===== src/rtl/chained_block_allocation_table_defines.svh =====
// ----------------------------------------------------------------------------
// Chained block allocation table: assertion macros
// Concurrent checks on the rising edge of clk, disabled while rst_n is low.
// ----------------------------------------------------------------------------
`ifndef CHAINED_BLOCK_ALLOCATION_TABLE_DEFINES_SVH
`define CHAINED_BLOCK_ALLOCATION_TABLE_DEFINES_SVH

// same-cycle implication
`define CBAT_ASSERT_NOW(label, ante, cons, msg) \
    label: assert property (@(posedge clk) disable iff (!rst_n) (ante) |-> (cons)) \
        else $error(msg);

// next-cycle implication
`define CBAT_ASSERT_NEXT(label, ante, cons, msg) \
    label: assert property (@(posedge clk) disable iff (!rst_n) (ante) |=> (cons)) \
        else $error(msg);

`endif


===== src/rtl/cbat_pkg.sv =====
// ----------------------------------------------------------------------------
// cbat_pkg
// Shared constants, codes and types of the chained block allocation table.
// ----------------------------------------------------------------------------
package cbat_pkg;

    localparam int NUM_BLOCKS_DEF = 256;
    localparam int MAX_BLOCKS     = 256;
    localparam int CNT_W          = 9;
    localparam int IDX_W          = 8;
    localparam int OP_W           = 2;
    localparam int ST_W           = 2;

    localparam logic [OP_W-1:0] OP_ALLOC = 2'd0;
    localparam logic [OP_W-1:0] OP_FREE  = 2'd1;
    localparam logic [OP_W-1:0] OP_READ  = 2'd2;

    localparam logic [ST_W-1:0] ST_OK    = 2'd0;
    localparam logic [ST_W-1:0] ST_SHORT = 2'd1;
    localparam logic [ST_W-1:0] ST_BAD   = 2'd2;

    typedef enum logic [2:0] {
        S_IDLE,
        S_ALLOC_SCAN,
        S_ALLOC_END,
        S_FREE_RD,
        S_FREE_CHK,
        S_FREE_FIN,
        S_READ_CHK,
        S_DONE
    } state_t;

    typedef struct packed {
        logic [OP_W-1:0]  op;
        logic [CNT_W-1:0] block_count;
        logic [IDX_W-1:0] block_index;
    } req_t;

    typedef struct packed {
        logic [ST_W-1:0]  status;
        logic [IDX_W-1:0] result_block;
        logic             chain_end;
        logic [CNT_W-1:0] blocks_freed;
        logic [CNT_W-1:0] free_left;
    } res_t;

    typedef struct packed {
        logic start;
        logic clear;
        logic res_take;
    } ctl_t;

endpackage


===== src/rtl/cbat_core.sv =====
// ----------------------------------------------------------------------------
// cbat_core
// Link RAM, used flags, free count and the sequencer that allocates, frees
// and reads chains. One request at a time; operations never overlap in RAM.
// ----------------------------------------------------------------------------
module cbat_core
    import cbat_pkg::*;
#(
    parameter int  NUM_BLOCKS = NUM_BLOCKS_DEF,
    localparam int MEM_DEPTH  = (NUM_BLOCKS < MAX_BLOCKS) ? NUM_BLOCKS : MAX_BLOCKS,
    localparam int NW         = $clog2(MEM_DEPTH + 1)
)
(
    input  logic          clk,
    input  logic          rst_n,
    input  ctl_t          ctl,
    input  req_t          req,
    input  logic [NW-1:0] clear_blocks,
    input  logic [NW-1:0] blocks,
    output logic          idle,
    output logic          res_valid,
    output res_t          res
);

    localparam int AW = $clog2(MEM_DEPTH);

    logic [AW:0] mem [MEM_DEPTH];
    logic [AW:0] rd_data_reg;

    state_t               state_reg, state_next;
    logic [MEM_DEPTH-1:0] used_reg, used_next;
    logic [NW-1:0]        free_reg, free_next;
    logic [NW-1:0]        scan_reg, scan_next;
    logic [CNT_W-1:0]     left_reg, left_next;
    logic                 have_reg, have_next;
    logic [AW-1:0]        prev_reg, prev_next;
    logic [AW-1:0]        start_reg, start_next;
    logic [AW-1:0]        cur_reg, cur_next;
    logic [NW-1:0]        freed_reg, freed_next;
    res_t                 res_reg, res_next;

    logic          wr_en;
    logic [AW-1:0] wr_addr;
    logic [AW:0]   wr_data;
    logic [AW-1:0] rd_addr;
    logic [AW-1:0] req_idx;
    logic [AW-1:0] scan_idx;
    logic          req_ok;
    logic [NW:0]   free_sum;
    logic [NW-1:0] free_clamp;

    assign req_idx  = req.block_index[AW-1:0];
    assign scan_idx = scan_reg[AW-1:0];
    assign req_ok   = (CNT_W'(req.block_index) < CNT_W'(blocks)) && used_reg[req_idx];
    assign free_sum = (NW+1)'(free_reg) + (NW+1)'(freed_reg);
    assign free_clamp = (free_sum > (NW+1)'(blocks)) ? blocks : free_sum[NW-1:0];
    assign rd_addr  = (state_reg == S_IDLE) ? req_idx : cur_reg;

    always_ff @(posedge clk)
    begin
        if (wr_en)
        begin
            mem[wr_addr] <= wr_data;
        end
        rd_data_reg <= mem[rd_addr];
    end

    always_ff @(posedge clk or negedge rst_n)
    begin
        if (!rst_n)
        begin
            state_reg <= S_IDLE;
            used_reg  <= '0;
            free_reg  <= NW'(MEM_DEPTH);
            scan_reg  <= '0;
            left_reg  <= '0;
            have_reg  <= 1'b0;
            freed_reg <= '0;
        end
        else
        begin
            state_reg <= state_next;
            scan_reg  <= scan_next;
            left_reg  <= left_next;
            have_reg  <= have_next;
            freed_reg <= freed_next;
            if (ctl.clear)
            begin
                used_reg <= '0;
                free_reg <= clear_blocks;
            end
            else
            begin
                used_reg <= used_next;
                free_reg <= free_next;
            end
        end
    end

    always_ff @(posedge clk)
    begin
        prev_reg  <= prev_next;
        start_reg <= start_next;
        cur_reg   <= cur_next;
        res_reg   <= res_next;
    end

    always_comb
    begin
        state_next = state_reg;
        used_next  = used_reg;
        free_next  = free_reg;
        scan_next  = scan_reg;
        left_next  = left_reg;
        have_next  = have_reg;
        prev_next  = prev_reg;
        start_next = start_reg;
        cur_next   = cur_reg;
        freed_next = freed_reg;
        res_next   = res_reg;
        wr_en      = 1'b0;
        wr_addr    = prev_reg;
        wr_data    = '0;

        unique case (state_reg)
            S_IDLE:
            begin
                res_next = '{status: ST_BAD, result_block: '0, chain_end: 1'b0,
                             blocks_freed: '0, free_left: CNT_W'(free_reg)};
                if (ctl.start)
                begin
                    state_next = S_DONE;
                    priority if (req.op == OP_ALLOC)
                    begin
                        if (req.block_count == '0)
                        begin
                            res_next.status = ST_BAD;
                        end
                        else if (req.block_count > CNT_W'(free_reg))
                        begin
                            res_next.status = ST_SHORT;
                        end
                        else
                        begin
                            free_next  = free_reg - req.block_count[NW-1:0];
                            left_next  = req.block_count;
                            scan_next  = '0;
                            have_next  = 1'b0;
                            state_next = S_ALLOC_SCAN;
                        end
                    end
                    else if (req.op == OP_FREE)
                    begin
                        if (req_ok)
                        begin
                            cur_next   = req_idx;
                            freed_next = '0;
                            state_next = S_FREE_RD;
                        end
                    end
                    else if (req.op == OP_READ)
                    begin
                        if (req_ok)
                        begin
                            state_next = S_READ_CHK;
                        end
                    end
                    else
                    begin
                        res_next.status = ST_BAD;
                    end
                end
            end

            S_ALLOC_SCAN:
            begin
                if ((scan_reg < blocks) && (left_reg != '0))
                begin
                    if (!used_reg[scan_idx])
                    begin
                        used_next[scan_idx] = 1'b1;
                        if (have_reg)
                        begin
                            wr_en   = 1'b1;
                            wr_addr = prev_reg;
                            wr_data = {1'b0, scan_idx};
                        end
                        else
                        begin
                            start_next = scan_idx;
                        end
                        have_next = 1'b1;
                        prev_next = scan_idx;
                        left_next = left_reg - 1'b1;
                    end
                    scan_next = scan_reg + 1'b1;
                end
                else
                begin
                    state_next = S_ALLOC_END;
                end
            end

            S_ALLOC_END:
            begin
                wr_en      = 1'b1;
                wr_addr    = prev_reg;
                wr_data    = {1'b1, {AW{1'b0}}};
                res_next   = '{status: ST_OK, result_block: IDX_W'(start_reg),
                               chain_end: 1'b0, blocks_freed: '0,
                               free_left: CNT_W'(free_reg)};
                state_next = S_DONE;
            end

            S_FREE_RD:
            begin
                if ((freed_reg < blocks) && (NW'(cur_reg) < blocks) && used_reg[cur_reg])
                begin
                    state_next = S_FREE_CHK;
                end
                else
                begin
                    state_next = S_FREE_FIN;
                end
            end

            S_FREE_CHK:
            begin
                used_next[cur_reg] = 1'b0;
                freed_next         = freed_reg + 1'b1;
                if (rd_data_reg[AW])
                begin
                    state_next = S_FREE_FIN;
                end
                else
                begin
                    cur_next   = rd_data_reg[AW-1:0];
                    state_next = S_FREE_RD;
                end
            end

            S_FREE_FIN:
            begin
                free_next  = free_clamp;
                res_next   = '{status: ST_OK, result_block: '0, chain_end: 1'b0,
                               blocks_freed: CNT_W'(freed_reg),
                               free_left: CNT_W'(free_clamp)};
                state_next = S_DONE;
            end

            S_READ_CHK:
            begin
                res_next = '{status: ST_OK, result_block: '0, chain_end: 1'b0,
                             blocks_freed: '0, free_left: CNT_W'(free_reg)};
                if (rd_data_reg[AW])
                begin
                    res_next.chain_end = 1'b1;
                end
                else
                begin
                    res_next.result_block = IDX_W'(rd_data_reg[AW-1:0]);
                end
                state_next = S_DONE;
            end

            S_DONE:
            begin
                if (ctl.res_take)
                begin
                    state_next = S_IDLE;
                end
            end

            default:
            begin
                state_next = S_IDLE;
            end
        endcase
    end

    assign idle      = (state_reg == S_IDLE);
    assign res_valid = (state_reg == S_DONE);
    assign res       = res_reg;

endmodule


===== src/rtl/chained_block_allocation_table.sv =====
// ----------------------------------------------------------------------------
// chained_block_allocation_table
// Linked block allocation table: allocate, free and read chains of blocks.
//
//   channel  handshake               payload
//   in       in_valid / in_stall     op, block_count, block_index
//   out      out_valid / out_stall   status, result_block, chain_end,
//                                    blocks_freed, free_left
//   cfg      cfg_valid / cfg_ready   total_blocks
//
// Allocate scans entries in order (up to n), then marks the chain end;
// free walks the chain, one link RAM read per block released, and stops
// at a free entry or the chain end; read link reads one entry; refused
// requests go straight to the result. n is the effective block count.
// Reset and a cfg write clear the table at once (used flags in flops), no
// sweep. A waiting result sits in the output register while the next item
// is taken; in_stall stays high for the whole of each operation.
// ----------------------------------------------------------------------------
`include "chained_block_allocation_table_defines.svh"

module chained_block_allocation_table
    import cbat_pkg::*;
#(
    parameter int NUM_BLOCKS = NUM_BLOCKS_DEF
)
(
    input  logic             clk,
    input  logic             rst_n,
    input  logic             in_valid,
    output logic             in_stall,
    input  logic [OP_W-1:0]  op,
    input  logic [CNT_W-1:0] block_count,
    input  logic [IDX_W-1:0] block_index,
    output logic             out_valid,
    input  logic             out_stall,
    output logic [ST_W-1:0]  status,
    output logic [IDX_W-1:0] result_block,
    output logic             chain_end,
    output logic [CNT_W-1:0] blocks_freed,
    output logic [CNT_W-1:0] free_left,
    input  logic             cfg_valid,
    output logic             cfg_ready,
    input  logic [CNT_W-1:0] total_blocks
);

    localparam int MEM_DEPTH = (NUM_BLOCKS < MAX_BLOCKS) ? NUM_BLOCKS : MAX_BLOCKS;
    localparam int NW        = $clog2(MEM_DEPTH + 1);

    logic [NW-1:0] blocks_reg;
    logic [NW-1:0] cfg_blocks;
    logic          out_valid_reg;
    res_t          out_res_reg;
    ctl_t          ctl;
    req_t          req;
    logic          core_idle;
    logic          res_valid;
    res_t          res;

    assign cfg_blocks = (total_blocks > CNT_W'(MEM_DEPTH)) ? NW'(MEM_DEPTH)
                                                          : total_blocks[NW-1:0];

    assign in_stall     = !core_idle;
    assign cfg_ready    = core_idle;
    assign ctl.start    = in_valid && core_idle;
    assign ctl.clear    = cfg_valid && cfg_ready;
    assign ctl.res_take = res_valid && (!out_valid_reg || !out_stall);

    assign req.op          = op;
    assign req.block_count = block_count;
    assign req.block_index = block_index;

    cbat_core #(
        .NUM_BLOCKS(NUM_BLOCKS)
    ) u_core (
        .clk         (clk),
        .rst_n       (rst_n),
        .ctl         (ctl),
        .req         (req),
        .clear_blocks(cfg_blocks),
        .blocks      (blocks_reg),
        .idle        (core_idle),
        .res_valid   (res_valid),
        .res         (res)
    );

    always_ff @(posedge clk or negedge rst_n)
    begin
        if (!rst_n)
        begin
            blocks_reg    <= NW'(MEM_DEPTH);
            out_valid_reg <= 1'b0;
        end
        else
        begin
            if (ctl.clear)
            begin
                blocks_reg <= cfg_blocks;
            end
            if (ctl.res_take)
            begin
                out_valid_reg <= 1'b1;
            end
            else if (!out_stall)
            begin
                out_valid_reg <= 1'b0;
            end
        end
    end

    always_ff @(posedge clk)
    begin
        if (ctl.res_take)
        begin
            out_res_reg <= res;
        end
    end

    assign out_valid    = out_valid_reg;
    assign status       = out_res_reg.status;
    assign result_block = out_res_reg.result_block;
    assign chain_end    = out_res_reg.chain_end;
    assign blocks_freed = out_res_reg.blocks_freed;
    assign free_left    = out_res_reg.free_left;

    `CBAT_ASSERT_NEXT(a_busy_after_accept, in_valid && !in_stall, in_stall, "not busy after accept")
    `CBAT_ASSERT_NOW(a_refused_clean, out_valid && (status != ST_OK), (result_block == '0) && (blocks_freed == '0) && !chain_end, "refused item carries data")
    `CBAT_ASSERT_NOW(a_end_no_link, out_valid && chain_end, (result_block == '0) && (blocks_freed == '0), "chain end with link")

endmodule


===== config.mk =====
export PLATFORM = sky130hd
export DESIGN_NAME = chained_block_allocation_table
export DESIGN_NICKNAME = d
export VERILOG_FILES = /design/src/rtl/cbat_pkg.sv /design/src/rtl/cbat_core.sv /design/src/rtl/chained_block_allocation_table.sv
export VERILOG_INCLUDE_DIRS = /design/src /design/src/rtl
export SDC_FILE = /design/constraint.sdc
export NUM_CORES = 2
export LEC_CHECK = 0
export BUFFER_PORTS_ARGS = -buffer_cell sky130_fd_sc_hd__buf_2
export CORE_UTILIZATION = 65
export CTS_BUF_LIST = sky130_fd_sc_hd__clkbuf_4 sky130_fd_sc_hd__clkbuf_8
export DETAILED_ROUTE_END_ITERATION = 8
export PLACE_DENSITY = 0.81
export SYNTH_ARGS = -nofsm -noshare
export SYNTH_HDL_FRONTEND = slang
export SYNTH_SLANG_ARGS = --single-unit

===== constraint.sdc =====
create_clock -name clk -period 11.9 [get_ports clk]
set_input_delay 1.785 -clock clk [delete_from_list [all_inputs] [get_ports clk]]
set_output_delay 1.785 -clock clk [all_outputs]
set_load 0.1 [all_outputs]

# Word-level counts from Yosys, hierarchy flattened
# Memory sizes are Yosys's and may differ from the RTL's. A register that Yosys moved wholly into a read port is not among the register bits.
# Index checks and enable logic that the tools add are counted.
[word_totals]
regBits = 388
mem_bits_rw = 2304
input_bits = 33
output_inout_bits = 32
n_memories = 1
[memory_table]
columns = ["name", "words", "word_bits", "rd", "rd_clocked_by_memory_dff", "wr", "line", "text"]
rows = [
  ["u_core.mem", 256, 9, 1, 1, 1, "cbat_core.sv:27", "logic [AW:0] mem [MEM_DEPTH];"],
]
[op_classes]
n_addsub = 5
magnitude_cmp = 12
eq_ne = 28
muxes = 86
bitwise = 5
reduce_logical = 32
[ops]
columns = ["op", "count"]
rows = [
  ["256-bit 2-to-1 mux", 3],
  ["256-bit one-hot mux with 2 select lines", 1],
  ["256-bit bitwise AND", 1],
  ["256-bit inverter", 1],
  ["256-bit bitwise OR", 1],
  ["9-bit 2-to-1 mux", 24],
  ["29-bit one-hot mux with 4 select lines", 1],
  ["9-bit one-hot mux with 2 select lines", 5],
  ["8-bit 2-to-1 mux", 8],
  ["3-bit 2-to-1 mux", 10],
  ["8-bit by 9-bit less-than comparator with 1-bit output (second input constant)", 3],
  ["1-bit binary-select mux with 8-bit select", 3],
  ["1-bit 2-to-1 mux", 21],
  ["9-bit by 1-bit adder with 9-bit output (second input constant)", 2],
  ["8-bit by 9-bit less-than comparator with 1-bit output", 2],
  ["9-bit less-than comparator", 2],
  ["3-bit one-hot mux with 6 select lines", 1],
  ["1-bit demux with 8-bit select", 2],
  ["8-bit by 1-bit greater-or-equal comparator with 1-bit output (second input constant)", 2],
  ["8-bit one-hot mux with 2 select lines", 1],
  ["2-bit != test (second input constant)", 7],
  ["3-bit equality test (second input constant)", 4],
  ["2-bit by 1-bit != test with 1-bit output (second input constant)", 6],
  ["6-bit AND reduction", 2],
  ["other kinds (31)", 55],
]

# Depth between registers and ports, before layout
[logic_depth]
word_depth = 9
mapped_depth = 18
mapped_depth_nobuf = 17

# Modules after synthesis
# A second synthesis with hierarchy kept.
[hier_totals]
hier_cells = 8294
area_unflattened_um2 = 116865.8
[by_module_without_submodules]
columns = ["module", "instances", "cells_per_inst", "area_per_inst_um2", "seq_area_each_um2"]
rows = [
  ["cbat_core", 1, 8231, 115553.3, 78366.4],
  ["chained_block_allocation_table", 1, 63, 1312.5, 1122.3],
]

# Least setup slack after synthesis
# Ideal clock, no wire load.
[synth_timing]
path_kind = "flip-flop to flip-flop"
from = "reg u_core.scan_reg[1]"
to = "mem u_core.mem[0][0] (netlist name), data pin"
t_arrival_ns = 8.991
t_required_ns = 10.507
setup_slack_ns = 1.515
stages_incl_launch_ff = 13
n_path_buf = 4
path_cell_list = "dfrtp_1 clkbuf_1 buf_1 mux4_2 a22oi_1 a21oi_1 nor4_2 a311oi_1 nor3_2 buf_6 clkbuf_1 nand2_1 nor2_1"
[synth_via]
elab_chain_len = 5
elab_cells_between_ends = 7
[synth_lines]
columns = ["element", "line", "text"]
rows = [
  ["start, declared", "cbat_core.sv:33", "logic [NW-1:0] scan_reg, scan_next;"],
  ["start signal, assigned", "cbat_core.sv:83", "scan_reg <= scan_next;"],
  ["1-bit binary-select mux with 8-bit select", "cbat_core.sv:179", "if (!used_reg[scan_idx])"],
  ["1-bit 2-to-1 mux (implied by the code)", "cbat_core.sv:179", ""],
  ["9-bit 2-to-1 mux", "cbat_core.sv:179", ""],
  ["9-bit 2-to-1 mux (*)", "cbat_core.sv:177", "if ((scan_reg < blocks) && (left_reg != '0))"],
  ["9-bit one-hot mux with 2 select lines (*)", "cbat_core.sv:125", "unique case (state_reg)"],
  ["net u_core.wr_data[0]", "cbat_core.sv:44", "logic [AW:0] wr_data;"],
  ["end, declared", "cbat_core.sv:27", ""],
]
# The timed path passes the listed nets; every way through them passes the cells marked *. The select of a mux whose other input is x is not followed.

# Worst setup path in the final report
[layout_timing]
from = "reg u_core.state_reg[2]"
to = "reg u_core.rd_data_reg[3], read port of u_core.mem"
[layout_via]
elab_chain_len = 2
[layout_lines]
columns = ["element", "line", "text"]
rows = [
  ["start, declared", "cbat_core.sv:30", "state_t state_reg, state_next;"],
  ["start signal, assigned", "cbat_core.sv:82", "state_reg <= state_next;"],
  ["3-bit logical NOT", "cbat_core.sv:57", "assign rd_addr = (state_reg == S_IDLE) ? req_idx : cur_reg;"],
  ["8-bit 2-to-1 mux", "cbat_core.sv:57", ""],
  ["end, declared", "cbat_core.sv:28", "logic [AW:0] rd_data_reg;"],
]
# Every way passes these cells.
# A chain may end at the register's enable or synchronous reset.

==> summary.txt <==
Global route
  • Vias in the first global route: 82100
  • First-pass GRT wire length: 507000 um
  • Largest net degree at the start of global routing: 188
  • Total GRT Usage: 36.6%
  • Total gr overflow: 0
  • Antenna violations before repair: 14

Cells and area
  • Largest register FFs: 2304
  • Commonest non-fill, non-tap cell in the layout: nand2_1
  • Most frequent cells in the layout: nand2_1 (2529), edfxtp_1 (2386), nand3_1 (819)
  • P&R area growth vs syn: 8.36%
  • Fraction of layout cells with a size suffix above 1: 11.5%
  • # nets final: 9908

Power
  • Total power: 0.0286 W
  • Reg power frac: 41.9%
  • Switching share of power: 37.0%
  • Pint: 0.0180 W
  • Combinational Power Share: 31.6%
  • Max VDD drop: 0.252 mV
  • Leak Pwr: 45.3 nW
  • Sw Pwr: 0.0106 W
  • Clock power share: 26.6%
  • PwrDens: 223 nW/um^2

Critical path
  • CP max stage delay: 0.67 ns
  • Crit path max-delay cell type: buf_12
  • Setup crit start kind: flip-flop
  • Crit-path most repeated cell: buf_12
  • Critical path class: flip-flop to flip-flop
  • R2r setup slk: 5.19 ns
  • Reg-to-reg critical path startpoint: u_core.state_reg[2]
  • Critical Path Fanout Max: 187
  • WP data required: 12.85 ns
  • CP Launch Point: u_core.state_reg[2]
  • Critical Path End Type: flip-flop
  • Crit-path cells: buf_4 > or3_1 > inv_2 > mux2i_4 > buf_12 > buf_12 > and3_1 > a311oi_1 > o21ai_0 > nand4_1 > nor2_1 > nand2_1 > or4_1
  • Critical path data arrival time: 7.66 ns

Clock network
  • Root Buffer: clkbuf_8
  • CTS resizes: 0
  • Skew-Pair Late Insertion Delay: 1.11 ns
  • CTS Hold Bufs: 0
  • CTS clk-pin slew, worst paths: 0.06 ns
  • Num CTS Buffers: 431
  • Htree depth: 5
  • Setup Fix Bufs, Post-CTS: 0
  • Clock sinks: 2701
  • Max Buffers Root-to-Sink: 4
  • TritonCTS clock tree: yes

Floorplan
  • DIE AREA: 184000 um^2
  • Initial Util: 65.5%
  • Die Height: 429 um
  • Die Wd: 429 um
  • Core area: 181000 um^2
  • IO Count: 65
  • Rows: 156

Timing
  • Fmax: 0.149 GHz
  • RSZ-0062 raised after global routing: no
  • Slew HR: 4.00%
  • Slew Limit Fails: 0
  • Least-Margin Pin Slew: 1.44 ns
  • Post-Route Setup TNS: 0 ns
  • Fin crit period: 6.71 ns
  • Final setup fails: 0
  • Fin. Hold Viols: 0
  • Final worst-path cycle share: 56.4%
  • Clock Skews: 0.0844 ns

Route
  • Post-DRT Antenna Nets: 0
  • Initial DRC Count: 14600
  • Vias/cell: 6.91
  • Drt wl/cell: 27.3 um
  • Post-Route WL: 342000 um
  • DR pass1 iterations: 9
  • Via count: 86400
  • DRC Markers: 15

Synthesis
  • Synth unique cells: 77
  • Seq/Total Area, Yosys: 67.1%
  • Syn_nets: 9991
  • Yosys reg bits: 2701
  • Post-synth EDFFs: 2386
  • Mapped Cells: 9893
  • Synth Flop Type: edfxtp_1
  • Synth warnings: 0
  • Syn Std Cell Area: 118000 um^2
  • Post-Syn Area per Cell: 12.0 um^2
  • Ys async rst share: 11.3%

Min path
  • Worst Hold Launch: u_core.res[24]
  • Hold Crit Class: flip-flop to flip-flop

Job
  • Max Cap Viol: 0

Place
  • Placer Congestion: 1.01
  • DP HPWL: 196000 um
  • Port Buf Inserts: 64

Run status
  • Failing checks: design-rule violations
  • Outcome: complete, but fails checks
-- power groups by stage --
stage	combinational, W	sequential, W	clock [W]
final	0.00903	0.0120	0.00760
after global routing	0.00951	0.0120	0.00800
after CTS	0.00874	0.0119	0.00760
after detailed placement	0.00871	0.0121	0
after global placement	0.00848	0.0121	0
after floorplan	0.00583	0.0121	0
-- worst paths after layout --
| check | to | cells after the start |
|---|---|---|
| setup reg to reg | u_core.rd_data_reg[3] | 13 |
| hold reg to reg | result_block[5] | 0 |
| min in group asynchronous | u_core.used_reg[66] | 1 |
| setup / recovery | u_core.rd_data_reg[3] | 13 |
| max in group asynchronous | u_core.scan_reg[0] | 2 |
| hold / removal | result_block[5] | 0 |
-- per-layer routing --
layer	part of all wire, %	GRT usage [%]	up-vias
met5	0.0099	0	-
met3	14	10.2	1430
met1	35	48.6	41500
li1	-	-	36300
met2	45	54.5	7097
met4	6.6	21.5	6
-- synth_stat cells (20+ instances only) --
library cell	count	area [um^2]
ha_1	63	788
nor3_1	37	185
and2_1	23	144
nor2_4	59	664
mux2i_1	98	981
nand4_1	34	213
o311ai_0	20	175
dfrtp_1	304	7610
buf_2	145	726
nand2b_1	28	175
clkbuf_1	500	1880
a22oi_1	59	443
o22ai_1	50	313
a311oi_1	356	3120
nor2b_1	30	188
buf_1	65	244
a31o_2	20	175
a31oi_1	103	644
mux4_2	167	3760
and3_1	320	2000
a21oi_1	512	2560
nor2_1	590	2210
nand2_1	2533	9510
edfxtp_1	2386	71600
o21ai_0	268	1340
inv_1	34	128
nand3_1	820	4100
-- area by class of cell --
type / count / area, um^2
sequential: 2701 / 79500
fill: 11700 / 52600
multi-input combinational: 6425 / 35900
clock buffer: 591 / 7230
tap: 2370 / 2970
timing repair buffer: 216 / 1730
clock inverter: 158 / 815
inverter: 35 / 131
antenna: 13 / 32.5
-- worst max-delay path: cells and delay by family, from the launching register on --
kind / cells / cell delay (ns)
compound gates: 2 / 0.63
buf+inv: 4 / 2.06
flops: 1 / 0.36
mux: 1 / 0.36
simple gates: 6 / 2.82
-- through the flow --
step                setup WS, ns  hold slack (ns)  utilization (%)  cells  instance area [um^2]
floorplan                   1.52            0.400                -   9893                118000
global placement            5.08            0.403             66.5  11700                120000
detailed placement          4.94            0.405             66.5  11700                120000
CTS                         5.43            0.393             70.9  12500                128000
global route                4.98            0.421             70.9  12500                128000
finish                      5.19            0.408             70.9  12500                128000
-- kinds of logic after synthesis --
logic type      count (synthesis)  synth area share, %
fa+ha+maj                      65                0.699
flops                        2701                 67.1
simple gates                 4534                 16.7
xor+xnor                       23                0.170
mux                           271                 4.09
compound gates               1532                 8.41
buf+inv                       767                 2.77
(Power assumes the default switching activity.)
